===== src/hw/rtl/derivative_pulse_peak_finder_top_assert.svh =====
// assertion macros for the derivative pulse peak finder
`ifndef DERIVATIVE_PULSE_PEAK_FINDER_TOP_ASSERT_SVH
`define DERIVATIVE_PULSE_PEAK_FINDER_TOP_ASSERT_SVH

// clocked check, quiet while reset is high
`define DPPF_ASSERT(label, clk, rst, prop, msg) \
   label: assert property (@(posedge clk) disable iff (rst) prop) else $error(msg);

// clocked check that also holds through reset
`define DPPF_ASSERT_ALWAYS(label, clk, prop, msg) \
   label: assert property (@(posedge clk) prop) else $error(msg);

`endif


===== src/hw/rtl/dppf_pkg.sv =====
// shared constants for the derivative pulse peak finder
package dppf_pkg;

   localparam int SAMPLE_BITS_DEF  = 12;
   localparam int MAX_RECORD_DEF   = 4096;
   localparam int THRESH_BITS      = 14;
   localparam int INDEX_OUT_BITS   = 12;
   localparam int COUNT_BITS       = 11;
   localparam int DERIV_DIVISOR    = 12;

   localparam logic signed [THRESH_BITS-1:0] THRESH_RESET = -14'sd11;
   localparam logic [COUNT_BITS-1:0]         COUNT_MAX    = {COUNT_BITS{1'b1}};

endpackage


===== src/hw/rtl/derivative_pulse_peak_finder_top.sv =====
// derivative pulse peak finder: five-point slope, peak tracking and result register
`include "derivative_pulse_peak_finder_top_assert.svh"

// Samples of one record stream in on req_ (req_last on the final sample) and one beat is taken
// per clock while the result path does not stall. Each beat is held in an input register; the
// slope, the peak rules and the state update then run combinationally into the result register,
// and throughput is one sample per clock, limited only by the five-point slope and threshold
// compare between those two registers. The result register is freed in the same cycle that
// rsp_ready takes its beat, so a stalled consumer blocks the input only once both registers
// hold data. A result beat is sent when a peak completes or on the last sample (rsp_record_end),
// or both at once; a peak still open at record end is dropped. csr_data sets the signed slope
// threshold, which the user must write only while the block is idle; the block does not enforce it.
module derivative_pulse_peak_finder_top #(
   parameter int SAMPLE_BITS = dppf_pkg::SAMPLE_BITS_DEF,
   parameter int MAX_RECORD  = dppf_pkg::MAX_RECORD_DEF
) (
   input  logic                                        clock,
   input  logic                                        reset,
   input  logic                                        req_valid,
   output logic                                        req_ready,
   input  logic [SAMPLE_BITS-1:0]                      req_sample,
   input  logic                                        req_last,
   output logic                                        rsp_valid,
   input  logic                                        rsp_ready,
   output logic                                        rsp_peak_valid,
   output logic [dppf_pkg::INDEX_OUT_BITS-1:0]         rsp_peak_start,
   output logic [dppf_pkg::INDEX_OUT_BITS-1:0]         rsp_peak_end,
   output logic [dppf_pkg::INDEX_OUT_BITS-1:0]         rsp_peak_min_index,
   output logic [SAMPLE_BITS-1:0]                      rsp_peak_min_value,
   output logic                                        rsp_record_end,
   output logic [dppf_pkg::COUNT_BITS-1:0]             rsp_peak_count,
   input  logic                                        csr_valid,
   output logic                                        csr_ready,
   input  logic signed [dppf_pkg::THRESH_BITS-1:0]     csr_data
);

   localparam int IW = $clog2(MAX_RECORD);
   localparam int OB = dppf_pkg::INDEX_OUT_BITS;
   localparam int TB = dppf_pkg::THRESH_BITS;
   localparam int NW = SAMPLE_BITS + 5;
   localparam int TW = TB + 4;
   localparam int CW = (NW > TW) ? NW : TW;
   localparam logic [IW-1:0] IDX_MAX = IW'(MAX_RECORD - 1);
   localparam logic signed [CW-1:0] DIV_S = CW'(dppf_pkg::DERIV_DIVISOR);

   // input register
   logic                   s1_valid_ff, s1_valid_in;
   logic [SAMPLE_BITS-1:0] s1_sample_ff;
   logic                   s1_last_ff;

   // record state
   logic [SAMPLE_BITS-1:0]           win_ff [4];
   logic [SAMPLE_BITS-1:0]           win_in [4];
   logic [IW-1:0]                    idx_ff, idx_in;
   logic                             in_peak_ff, in_peak_in;
   logic                             rising_ff, rising_in;
   logic [IW-1:0]                    start_ff, start_in;
   logic [IW-1:0]                    min_idx_ff, min_idx_in;
   logic [SAMPLE_BITS-1:0]           min_val_ff, min_val_in;
   logic [dppf_pkg::COUNT_BITS-1:0]  count_ff, count_in;
   logic signed [TB-1:0]             thresh_ff;

   // result register
   logic                             out_valid_ff, out_valid_in;
   logic                             out_peak_ff;
   logic [IW-1:0]                    out_start_ff, out_end_ff, out_min_idx_ff;
   logic [SAMPLE_BITS-1:0]           out_min_val_ff;
   logic                             out_rec_end_ff;
   logic [dppf_pkg::COUNT_BITS-1:0]  out_count_ff;

   logic                             advance, req_accept, emit, done;
   logic [IW-1:0]                    r_start, r_end, r_min_idx;
   logic [SAMPLE_BITS-1:0]           r_min_val;
   logic signed [CW-1:0]             xs, w0s, w2s, w3s, num_raw, num_eff, thr_s, thr12;
   logic                             d_neg, d_pos, below, active;
   logic [IW-1:0]                    cur_i;

   assign advance    = s1_valid_ff && (!out_valid_ff || rsp_ready);
   assign req_ready  = !s1_valid_ff || advance;
   assign req_accept = req_valid && req_ready;
   assign csr_ready  = 1'b1;
   assign s1_valid_in  = req_accept || (s1_valid_ff && !advance);
   assign emit         = done || s1_last_ff;
   assign out_valid_in = advance ? emit : (out_valid_ff && !rsp_ready);

   always_comb begin
      xs      = signed'(CW'(s1_sample_ff));
      w0s     = signed'(CW'(win_ff[0]));
      w2s     = signed'(CW'(win_ff[2]));
      w3s     = signed'(CW'(win_ff[3]));
      num_raw = w3s + (w0s <<< 3) - (w2s <<< 3) - xs;
      num_eff = (idx_ff >= IW'(4)) ? num_raw : '0;
      thr_s   = CW'(thresh_ff);
      thr12   = (thr_s <<< 3) + (thr_s <<< 2);
      // truncated slope compared by scaling the threshold instead of dividing
      d_neg   = num_eff <= -DIV_S;
      d_pos   = num_eff >= DIV_S;
      below   = (!thresh_ff[TB-1] && (thresh_ff != '0)) ? (num_eff < thr12)
                                                          : (num_eff <= thr12 - DIV_S);
      active  = idx_ff >= IW'(2);
      cur_i   = idx_ff - IW'(2);

      done       = 1'b0;
      r_start    = '0;
      r_end      = '0;
      r_min_idx  = '0;
      r_min_val  = '0;
      in_peak_in = in_peak_ff;
      rising_in  = rising_ff;
      start_in   = start_ff;
      min_idx_in = min_idx_ff;
      min_val_in = min_val_ff;
      count_in   = count_ff;

      if (active) begin
         if (in_peak_in && rising_in && d_neg) begin
            done       = 1'b1;
            r_start    = start_ff;
            r_end      = cur_i;
            r_min_idx  = min_idx_ff;
            r_min_val  = min_val_ff;
            if (count_ff != dppf_pkg::COUNT_MAX) begin
               count_in = count_ff + 1'b1;
            end
            in_peak_in = 1'b0;
            rising_in  = 1'b0;
            start_in   = '0;
            min_idx_in = '0;
            min_val_in = '0;
         end
         if (in_peak_in && !rising_in && d_pos) begin
            rising_in = 1'b1;
         end
         if (!in_peak_in && below) begin
            in_peak_in = 1'b1;
            start_in   = cur_i;
            min_idx_in = cur_i;
            min_val_in = win_ff[1];
         end
         if (in_peak_in && (win_ff[1] < min_val_in)) begin
            min_idx_in = cur_i;
            min_val_in = win_ff[1];
         end
      end

      win_in[3] = win_ff[2];
      win_in[2] = win_ff[1];
      win_in[1] = win_ff[0];
      win_in[0] = s1_sample_ff;
      idx_in    = (idx_ff != IDX_MAX) ? idx_ff + 1'b1 : idx_ff;

      if (s1_last_ff) begin
         win_in     = '{default: '0};
         idx_in     = '0;
         in_peak_in = 1'b0;
         rising_in  = 1'b0;
         start_in   = '0;
         min_idx_in = '0;
         min_val_in = '0;
      end
   end

   always_ff @(posedge clock) begin
      if (reset) begin
         s1_valid_ff  <= 1'b0;
         out_valid_ff <= 1'b0;
         thresh_ff    <= dppf_pkg::THRESH_RESET;
         win_ff       <= '{default: '0};
         idx_ff       <= '0;
         in_peak_ff   <= 1'b0;
         rising_ff    <= 1'b0;
         start_ff     <= '0;
         min_idx_ff   <= '0;
         min_val_ff   <= '0;
         count_ff     <= '0;
      end else begin
         s1_valid_ff  <= s1_valid_in;
         out_valid_ff <= out_valid_in;
         if (csr_valid && csr_ready) begin
            thresh_ff <= csr_data;
         end
         if (advance) begin
            win_ff     <= win_in;
            idx_ff     <= idx_in;
            in_peak_ff <= in_peak_in;
            rising_ff  <= rising_in;
            start_ff   <= start_in;
            min_idx_ff <= min_idx_in;
            min_val_ff <= min_val_in;
            count_ff   <= s1_last_ff ? '0 : count_in;
         end
      end
   end

   always_ff @(posedge clock) begin
      if (req_accept) begin
         s1_sample_ff <= req_sample;
         s1_last_ff   <= req_last;
      end
      if (advance && emit) begin
         out_peak_ff    <= done;
         out_start_ff   <= r_start;
         out_end_ff     <= r_end;
         out_min_idx_ff <= r_min_idx;
         out_min_val_ff <= r_min_val;
         out_rec_end_ff <= s1_last_ff;
         out_count_ff   <= count_in;
      end
   end

   assign rsp_valid          = out_valid_ff;
   assign rsp_peak_valid     = out_peak_ff;
   assign rsp_peak_start     = OB'(out_start_ff);
   assign rsp_peak_end       = OB'(out_end_ff);
   assign rsp_peak_min_index = OB'(out_min_idx_ff);
   assign rsp_peak_min_value = out_min_val_ff;
   assign rsp_record_end     = out_rec_end_ff;
   assign rsp_peak_count     = out_count_ff;

   // a beat always reports a peak, a record end or both
   `DPPF_ASSERT(a_beat_has_cause, clock, reset, rsp_valid |-> (rsp_peak_valid || rsp_record_end), "result beat with neither peak nor record end")
   // fields of a beat without a peak read as zero
   `DPPF_ASSERT(a_no_peak_zero, clock, reset, (rsp_valid && !rsp_peak_valid) |-> (rsp_peak_start == '0 && rsp_peak_min_value == '0), "peak fields not zero on a record end beat")
   // the last sample leaves the record state cleared
   `DPPF_ASSERT(a_last_clears, clock, reset, (advance && s1_last_ff) |=> (idx_ff == '0 && !in_peak_ff && count_ff == '0), "record state not cleared after last sample")
   // rising only ever set inside a peak
   `DPPF_ASSERT_ALWAYS(a_rising_in_peak, clock, rising_ff |-> in_peak_ff, "rising set outside a peak")

endmodule

===== config.mk =====
export PLATFORM = sky130hd
export DESIGN_NAME = derivative_pulse_peak_finder_top
export DESIGN_NICKNAME = d
export VERILOG_FILES = /design/src/hw/rtl/dppf_pkg.sv /design/src/hw/rtl/derivative_pulse_peak_finder_top.sv
export VERILOG_INCLUDE_DIRS = /design/src /design/src/hw/rtl
export SDC_FILE = /design/constraint.sdc
export NUM_CORES = 1
export LEC_CHECK = 0
export ABC_AREA = 1
export BUFFER_PORTS_ARGS = -buffer_cell sky130_fd_sc_hd__buf_4
export CORE_MARGIN = 5
export CORE_UTILIZATION = 35
export CTS_CLUSTER_SIZE = 20
export DETAILED_ROUTE_END_ITERATION = 16
export PLACE_DENSITY = 0.5
export SLEW_MARGIN = 10
export SYNTH_ARGS = -nofsm -noshare
export SYNTH_HDL_FRONTEND = slang
export SYNTH_SLANG_ARGS = --single-unit

===== constraint.sdc =====
create_clock -name clock -period 9.9 [get_ports clock]
set_input_delay 1.98 -clock clock [delete_from_list [all_inputs] [get_ports clock]]
set_output_delay 1.98 -clock clock [all_outputs]
set_load 0.02 [all_outputs]

* Yosys cells after proc, flatten, opt, wreduce, memory -nomap -nowiden
Cells that the tools add are included.
W data, S select, Z words.
** Storage, ports and cells
- Register bits :: 199
- Output and inout bits :: 64
- Logic and storage cells :: 109
** Operators by class
- Add/sub/neg operators :: 8
- Magnitude comparators :: 7
- Equality and inequality tests :: 2
- Multiplexer cells :: 36
- Reductions and logical operators :: 33
** Operator list (number)
- $mux W12 :: 15
- $mux W48 :: 1
- $mux W11 :: 4
- $add A17 B16 Y18 :: 1
- $ge A18 B5 Y1 const B :: 1
- $le A18 B18 Y1 :: 1
- $le A18 B5 Y1 const B :: 1
- $lt A18 B18 Y1 :: 1
- $mux W18 :: 1
- $sub A17 B13 Y18 :: 1
- $sub A18 B5 Y18 const B :: 1
- $sub A16 B15 Y17 :: 1
- $add A12 B15 Y16 :: 1
- $mux W1 :: 15
- $reduce_bool A14 Y1 :: 1
- $add A12 B1 Y12 const B :: 1
- $ge A12 B2 Y1 const B :: 1
- $ge A12 B3 Y1 const B :: 1
- $logic_and A1 B1 Y1 :: 12
- $lt A12 B12 Y1 :: 1
- $ne A12 B12 Y1 const B :: 1
- $sub A12 B2 Y12 const B :: 1
- $add A11 B1 Y11 const B :: 1
- $ne A11 B11 Y1 const B :: 1
- 7 further kinds :: 20

* Longest topological paths before layout
- Depth in word-level cells :: 17
- Mapped depth :: 48
- Mapped depth without buffers :: 46

* Worst setup path before layout
OpenSTA, ideal clock, no wires.
- Kind :: reg-to-reg
- Start point :: register win_ff, in the netlist w0s[1]
- End point :: register min_idx_ff[10]
- Setup time :: 115 ps
- Data arrival time :: 6745 ps
- Setup slack :: 3041 ps
- Cell stages (with the launch flop) :: 34
- Cells stage by stage :: dfxtp_1 > inv_1 > fa_1 > inv_1 > ha_1 > nand2_1 > inv_2 > nand3_1 > nand3_1 > xor2_1 > ha_1 > nand2_1 > inv_1 > a21oi_1 > nand2_1 > nand2_1 > nand2_1 > nand2_1 > inv_2 > nor2_2 > nand3_1 > nand2_1 > nand2_1 > nor2_1 > nand2_4 > inv_2 > nor2_1 > nor2_1 > nor2_4 > nand2_2 > buf_4 > nand2_1 > clkinv_1 > nor2_1
** On the way
- Word-level cells in the longest chain between the ends :: 17
- Elaborated cells between the ends (all ways) :: 26
- Classes of those cells :: add/sub: 3; order compare: 4; mux: 13; reduce/logical: 6
** RTL lines
- start: declaration :: RTL line derivative_pulse_peak_finder_top.sv:52 : logic [SAMPLE_BITS-1:0] win_ff [4];
- start signal: assignment :: RTL line derivative_pulse_peak_finder_top.sv:183 : win_ff <= win_in;
- $add A12 B15 Y16 * :: RTL line derivative_pulse_peak_finder_top.sv:91 : num_raw = w3s + (w0s <<< 3) - (w2s <<< 3) - xs;
- $sub A16 B15 Y17 * :: RTL line derivative_pulse_peak_finder_top.sv:91
- $sub A17 B13 Y18 * :: RTL line derivative_pulse_peak_finder_top.sv:91
- $mux W18 * :: RTL line derivative_pulse_peak_finder_top.sv:92 : num_eff = (idx_ff >= IW'(4)) ? num_raw : '0;
- $le A18 B5 Y1 :: RTL line derivative_pulse_peak_finder_top.sv:96 : d_neg = num_eff <= -DIV_S;
- $logic_and A1 B1 Y1 :: RTL line derivative_pulse_peak_finder_top.sv:116 : if (in_peak_in && rising_in && d_neg) begin
- $mux W1 :: RTL line derivative_pulse_peak_finder_top.sv:116
- $mux W1 :: RTL line derivative_pulse_peak_finder_top.sv:115 : if (active) begin
- $logic_not A1 Y1 :: RTL line derivative_pulse_peak_finder_top.sv:134 : if (!in_peak_in && below) begin
- $logic_and A1 B1 Y1 :: RTL line derivative_pulse_peak_finder_top.sv:134
- $mux W12 :: RTL line derivative_pulse_peak_finder_top.sv:134
- $mux W12 :: RTL line derivative_pulse_peak_finder_top.sv:115
- $lt A12 B12 Y1 :: RTL line derivative_pulse_peak_finder_top.sv:140 : if (in_peak_in && (win_ff[1] < min_val_in)) begin
- $logic_and A1 B1 Y1 :: RTL line derivative_pulse_peak_finder_top.sv:140
- $mux W12 :: RTL line derivative_pulse_peak_finder_top.sv:140
- $mux W12 :: RTL line derivative_pulse_peak_finder_top.sv:115
- $mux W12 :: RTL line derivative_pulse_peak_finder_top.sv:152 : if (s1_last_ff) begin
- end signal: assignment :: RTL line derivative_pulse_peak_finder_top.sv:188 : min_idx_ff <= min_idx_in;
- end: declaration :: RTL line derivative_pulse_peak_finder_top.sv:58 : logic [IW-1:0] min_idx_ff, min_idx_in;
Every way passes the cells marked *; elsewhere a longest branch is shown, timed or not. The select of a mux whose other input is x is not followed.
A chain may end at the register's enable or synchronous reset.

* Worst setup path after layout
- Start point :: register win_ff, in the netlist w0s[3]
- End point :: register min_idx_ff[11]
Same word-level chain as after synthesis.

==> impl_metrics.prom <==
# TYPE chip_impl_metric gauge
chip_impl_info{name="outcome",value="finished clean"} 1
chip_impl_metric{name="worst_r2r_path_depth",unit=""} 41
chip_impl_metric{name="global_route.overflow_total",unit=""} 0
chip_impl_metric{name="postSynthCellCount",unit=""} 1633
chip_impl_metric{name="finalWorstPathRequiredPeriod",unit="ns"} 7.545
chip_impl_metric{name="floorplan.core_area",unit="mm²"} 0.03437
chip_impl_metric{name="synth.avg_cell_area",unit="µm²"} 7.435
chip_impl_info{name="root_buffer",value="sky130_fd_sc_hd__clkbuf_16"} 1
chip_impl_metric{name="syn-cell-area",unit="mm²"} 0.01214
chip_impl_info{name="setup_repair_after_global_routing_missed_its_margin",value="no"} 1
chip_impl_metric{name="switching_share",unit="%"} 32.24
chip_impl_metric{name="dieArea",unit="mm²"} 0.03852
chip_impl_metric{name="boundaryPins",unit=""} 96
chip_impl_metric{name="postCtsSetupBuffers",unit=""} 0
chip_impl_metric{name="floorplan.rows",unit=""} 68
chip_impl_info{name="end_kind",value="flip-flop"} 1
chip_impl_metric{name="postRouteWirelength",unit="µm"} 29780
chip_impl_info{name="regToRegStartpoint",value="w0s[3]$_SDFFE_PP0P_"} 1
chip_impl_metric{name="cts_resized",unit=""} 0
chip_impl_metric{name="vias_per_cell",unit=""} 4.666
chip_impl_metric{name="power.density",unit="mW/mm²"} 143.3
chip_impl_metric{name="pwr-share-clk",unit="%"} 35.8
chip_impl_metric{name="layout_setup_ws",unit="ns"} 2.355
chip_impl_metric{name="antenna_cells_inserted",unit=""} 0
chip_impl_metric{name="pwr-share-comb",unit="%"} 19.9
chip_impl_metric{name="timing_max_transition_violations_final",unit=""} 0
chip_impl_metric{name="initial_utilization",unit="%"} 35.32
chip_impl_metric{name="number_of_nets_in_the_synthesized_netlist",unit=""} 1776
chip_impl_metric{name="achievable-frequency",unit="MHz"} 132.5
chip_impl_metric{name="port-buffer-count",unit=""} 94
chip_impl_metric{name="routed-via-count",unit=""} 10125
chip_impl_info{name="yosysMostFrequentCell",value="sky130_fd_sc_hd__nand2_1"} 1
chip_impl_info{name="hold-path-endpoint",value="start_ff[9]$_SDFFE_PP0P_"} 1
chip_impl_metric{name="grt_max_degree",unit=""} 68
chip_impl_info{name="largest_area_contributor_in_the_synthesized_netlist",value="sky130_fd_sc_hd__dfxtp_1"} 1
chip_impl_metric{name="pwr-share-seq",unit="%"} 44.3
chip_impl_info{name="worstHoldStart",value="start_ff[9]$_SDFFE_PP0P_"} 1
chip_impl_metric{name="ir_worst_vdd",unit="V"} 0.0001247
chip_impl_info{name="yosys_most_used_dff",value="sky130_fd_sc_hd__dfxtp_1"} 1
chip_impl_metric{name="cts_buffer_depth",unit=""} 2
chip_impl_metric{name="finalClockSkew",unit="ns"} 0.02309
chip_impl_metric{name="synth_enable_flop_cells",unit=""} 74
chip_impl_metric{name="layout-drive-gt1-share",unit="%"} 10.20
chip_impl_metric{name="worstMarginPinSlew",unit="ns"} 0.7940
chip_impl_info{name="tritoncts",value="yes"} 1
chip_impl_metric{name="detail-route-antenna-nets",unit=""} 0
chip_impl_metric{name="timing.final.crit_share",unit="%"} 76.21
chip_impl_info{name="start_kind",value="flip-flop"} 1
chip_impl_metric{name="area.growth.synth_to_final",unit="%"} 14.15
chip_impl_metric{name="first_global_vias",unit=""} 9671
chip_impl_metric{name="power.net_switching",unit="µW"} 640.3
chip_impl_metric{name="clock_sinks",unit=""} 199
chip_impl_metric{name="clock_tree.htree_level_count",unit=""} 4
chip_impl_metric{name="hold_depth",unit=""} 2
chip_impl_metric{name="cp_slowest_stage_delay",unit="ns"} 0.54
chip_impl_metric{name="flip_flop_count_of_the_largest_register_all_copies_and_words_added",unit=""} 14
chip_impl_metric{name="hold_slack",unit="ns"} 0.4663
chip_impl_metric{name="finalSetupTns",unit="ns"} 0
chip_impl_metric{name="final-setup-viol-count",unit=""} 0
chip_impl_metric{name="total_of_flip_flops_plus_latches_after_synthesis",unit=""} 199
chip_impl_metric{name="cts.clk_slew.worst_paths",unit="ns"} 0.08
chip_impl_metric{name="cap_violations",unit=""} 0
chip_impl_info{name="crit-reg2reg-capture",value="min_idx_ff[11]$_SDFFE_PP0P_"} 1
chip_impl_metric{name="number_of_inserted_filler_cells_in_the_final_layout",unit=""} 3682
chip_impl_metric{name="critPathRequiredTime",unit="ns"} 10.30
chip_impl_metric{name="routed_wire_length_per_instance",unit="µm"} 13.73
chip_impl_metric{name="grtUsageTotal",unit="%"} 15.76
chip_impl_metric{name="report.final.hold_viol_count",unit=""} 0
chip_impl_metric{name="antenna_found_initial",unit=""} 0
chip_impl_metric{name="detail_route.iter0.violations",unit=""} 669
chip_impl_info{name="synth_area_leaders",value="sky130_fd_sc_hd__dfxtp_1 21%, sky130_fd_sc_hd__edfxtp_1 18%, sky130_fd_sc_hd__nand2_1 12%"} 1
chip_impl_info{name="hold_path.class",value="reg2reg"} 1
chip_impl_info{name="cpMaxStageDelayCell",value="sky130_fd_sc_hd__fa_1"} 1
chip_impl_metric{name="maxSlewHeadroom",unit="%"} 47.07
chip_impl_metric{name="placement.setup.worst_slack",unit="ns"} 2.340
chip_impl_metric{name="worst-endpoint-arrival",unit="ns"} 7.95
chip_impl_metric{name="leakage_power_of_the_design",unit="µW"} 0.006214
chip_impl_metric{name="yosys_warnings",unit=""} 0
chip_impl_info{name="synth_common_cells",value="401 x sky130_fd_sc_hd__nand2_1, 248 x sky130_fd_sc_hd__inv_1, 150 x sky130_fd_sc_hd__a21oi_1"} 1
chip_impl_metric{name="post-route-drc-count",unit=""} 0
chip_impl_metric{name="yosysSeqAreaShare",unit="%"} 38.91
chip_impl_info{name="largest_register",value="thresh_ff"} 1
chip_impl_metric{name="die_width",unit="µm"} 196.3
chip_impl_metric{name="rrSetupSlack",unit="ns"} 2.36
chip_impl_metric{name="critical_path_peak_fanout",unit=""} 55
chip_impl_metric{name="synth_async_sr_flop_share",unit="%"} 0
chip_impl_metric{name="synth_cell_type_count",unit=""} 46
chip_impl_metric{name="replace_congestion",unit=""} 0.8515
chip_impl_metric{name="cts_made_buffers",unit=""} 17
chip_impl_metric{name="dp_hpwl",unit="µm"} 22710
chip_impl_metric{name="cell_internal_pwr",unit="µW"} 1345
chip_impl_metric{name="die_height",unit="µm"} 196.3
chip_impl_metric{name="clk-insertion-delay-late",unit="ns"} 0.46
chip_impl_metric{name="dr.pass1.iters",unit=""} 8
chip_impl_info{name="worstSetupPathType",value="reg2reg"} 1
chip_impl_metric{name="grt_first_pass_wirelength",unit="µm"} 49890
chip_impl_metric{name="hold_buffers",unit=""} 0
chip_impl_metric{name="yosysTopAreaCellShare",unit="%"} 20.61
chip_impl_metric{name="nets",unit=""} 1845
## routing by layer
| metal | up-vias | routed length (µm) | global-route usage [%] | share of wire (%) |
|---|---|---|---|---|
| met1 | 4575 | 15900 | 23.11 | 53 |
| met5 | - | 0 | 0 | 0 |
| met2 | 150 | 12460 | 24.19 | 42 |
| met4 | 0 | 371 | 3.905 | 1.2 |
| li1 | 5376 | - | - | - |
| met3 | 24 | 1046 | 2.679 | 3.5 |
## cell type report
class                      count  area (µm²)  share of cell area, %
clock buffer                  17       425.4                  3.069
clock inverter                15       168.9                  1.219
inverter                     273        1025                  7.394
multi-input combinational   1111        6196                  44.71
sequential                   199        4725                  34.09
tap                          455       569.3                  4.108
timing repair buffer         100       750.7                  5.417
## power groups by stage
stage	sequential (µW)	combinational (µW)	clock [µW]
after global routing	882	458	770
after global placement	899	396	0
after floorplan	900	300	0
final	880	395	712
after detailed placement	899	397	0
after CTS	880	400	735
## worst max-delay path, delay by kind of cell, from the launching register on
family / cells / cell delay [ns]
fa+ha+maj: 4 / 1.57
buf+inv: 8 / 0.93
simple gates: 23 / 3.61
flops: 1 / 0.35
xor+xnor: 1 / 0.18
compound gates: 5 / 0.78
## cells by family (layout without fill, tap and decap cells)
group | count (synthesis) | after routing | synth area share, %
AO/OA/AOI/OAI | 249 | 249 | 10.74
other | 1 | 1 | 0.03089
AND/OR/NAND/NOR | 696 | 696 | 23.98
flip-flops | 199 | 199 | 38.91
adder cells (fa/ha/maj) | 111 | 111 | 12.18
multiplexers | 1 | 1 | 0.08244
XOR/XNOR | 53 | 53 | 3.823
buffers and inverters | 323 | 405 | 10.25
## placed cells by master (no fill, tap or decap), drive strengths merged, types with 2 or more instances in the layout
| cell type | count |
|---|---|
| clkbuf | 17 |
| nor4 | 4 |
| a31oi | 8 |
| xnor2 | 17 |
| nor2 | 154 |
| a211oi | 2 |
| clkinv | 11 |
| nand3 | 79 |
| fa | 12 |
| edfxtp | 74 |
| nor3 | 21 |
| o21ai | 75 |
| nand4 | 25 |
| nand3b | 3 |
| o21bai | 2 |
| a21oi | 151 |
| nor3b | 3 |
| buf | 100 |
| nand2 | 406 |
| xor2 | 36 |
| o21a | 3 |
| inv | 276 |
| dfxtp | 125 |
| ha | 99 |
## worst max path at each step
stage,cells past startpoint,start,slack (ns),end
5_1_grt,42,w0s[1]$_SDFFE_PP0P_,1.53,min_idx_ff[11]$_SDFFE_PP0P_
2_1_floorplan,33,w0s[1]$_SDFFE_PP0P_,3.04,min_idx_ff[10]$_SDFFE_PP0P_
3_3_place_gp,41,w0s[3]$_SDFFE_PP0P_,2.27,min_idx_ff[7]$_SDFFE_PP0P_
6_report,41,w0s[3]$_SDFFE_PP0P_,2.36,min_idx_ff[11]$_SDFFE_PP0P_
3_5_place_dp,41,w0s[3]$_SDFFE_PP0P_,2.34,min_idx_ff[11]$_SDFFE_PP0P_
4_1_cts,41,w0s[3]$_SDFFE_PP0P_,2.32,min_idx_ff[11]$_SDFFE_PP0P_
## per-stage QoR
| stage | cell area, µm² | instances | power (µW) | util [%] |
|---|---|---|---|---|
| global placement | 13270 | 2138 | 1295 | 38.59 |
| CTS | 13860 | 2170 | 2014 | 40.32 |
| global route | 13860 | 2170 | 2111 | 40.32 |
| finish | 13860 | 2170 | 1986 | 40.32 |
| floorplan | 12140 | 1633 | 1200 | - |
| detailed placement | 13270 | 2138 | 1296 | 38.59 |
No activity file was read; power rests on OpenSTA's default activity.
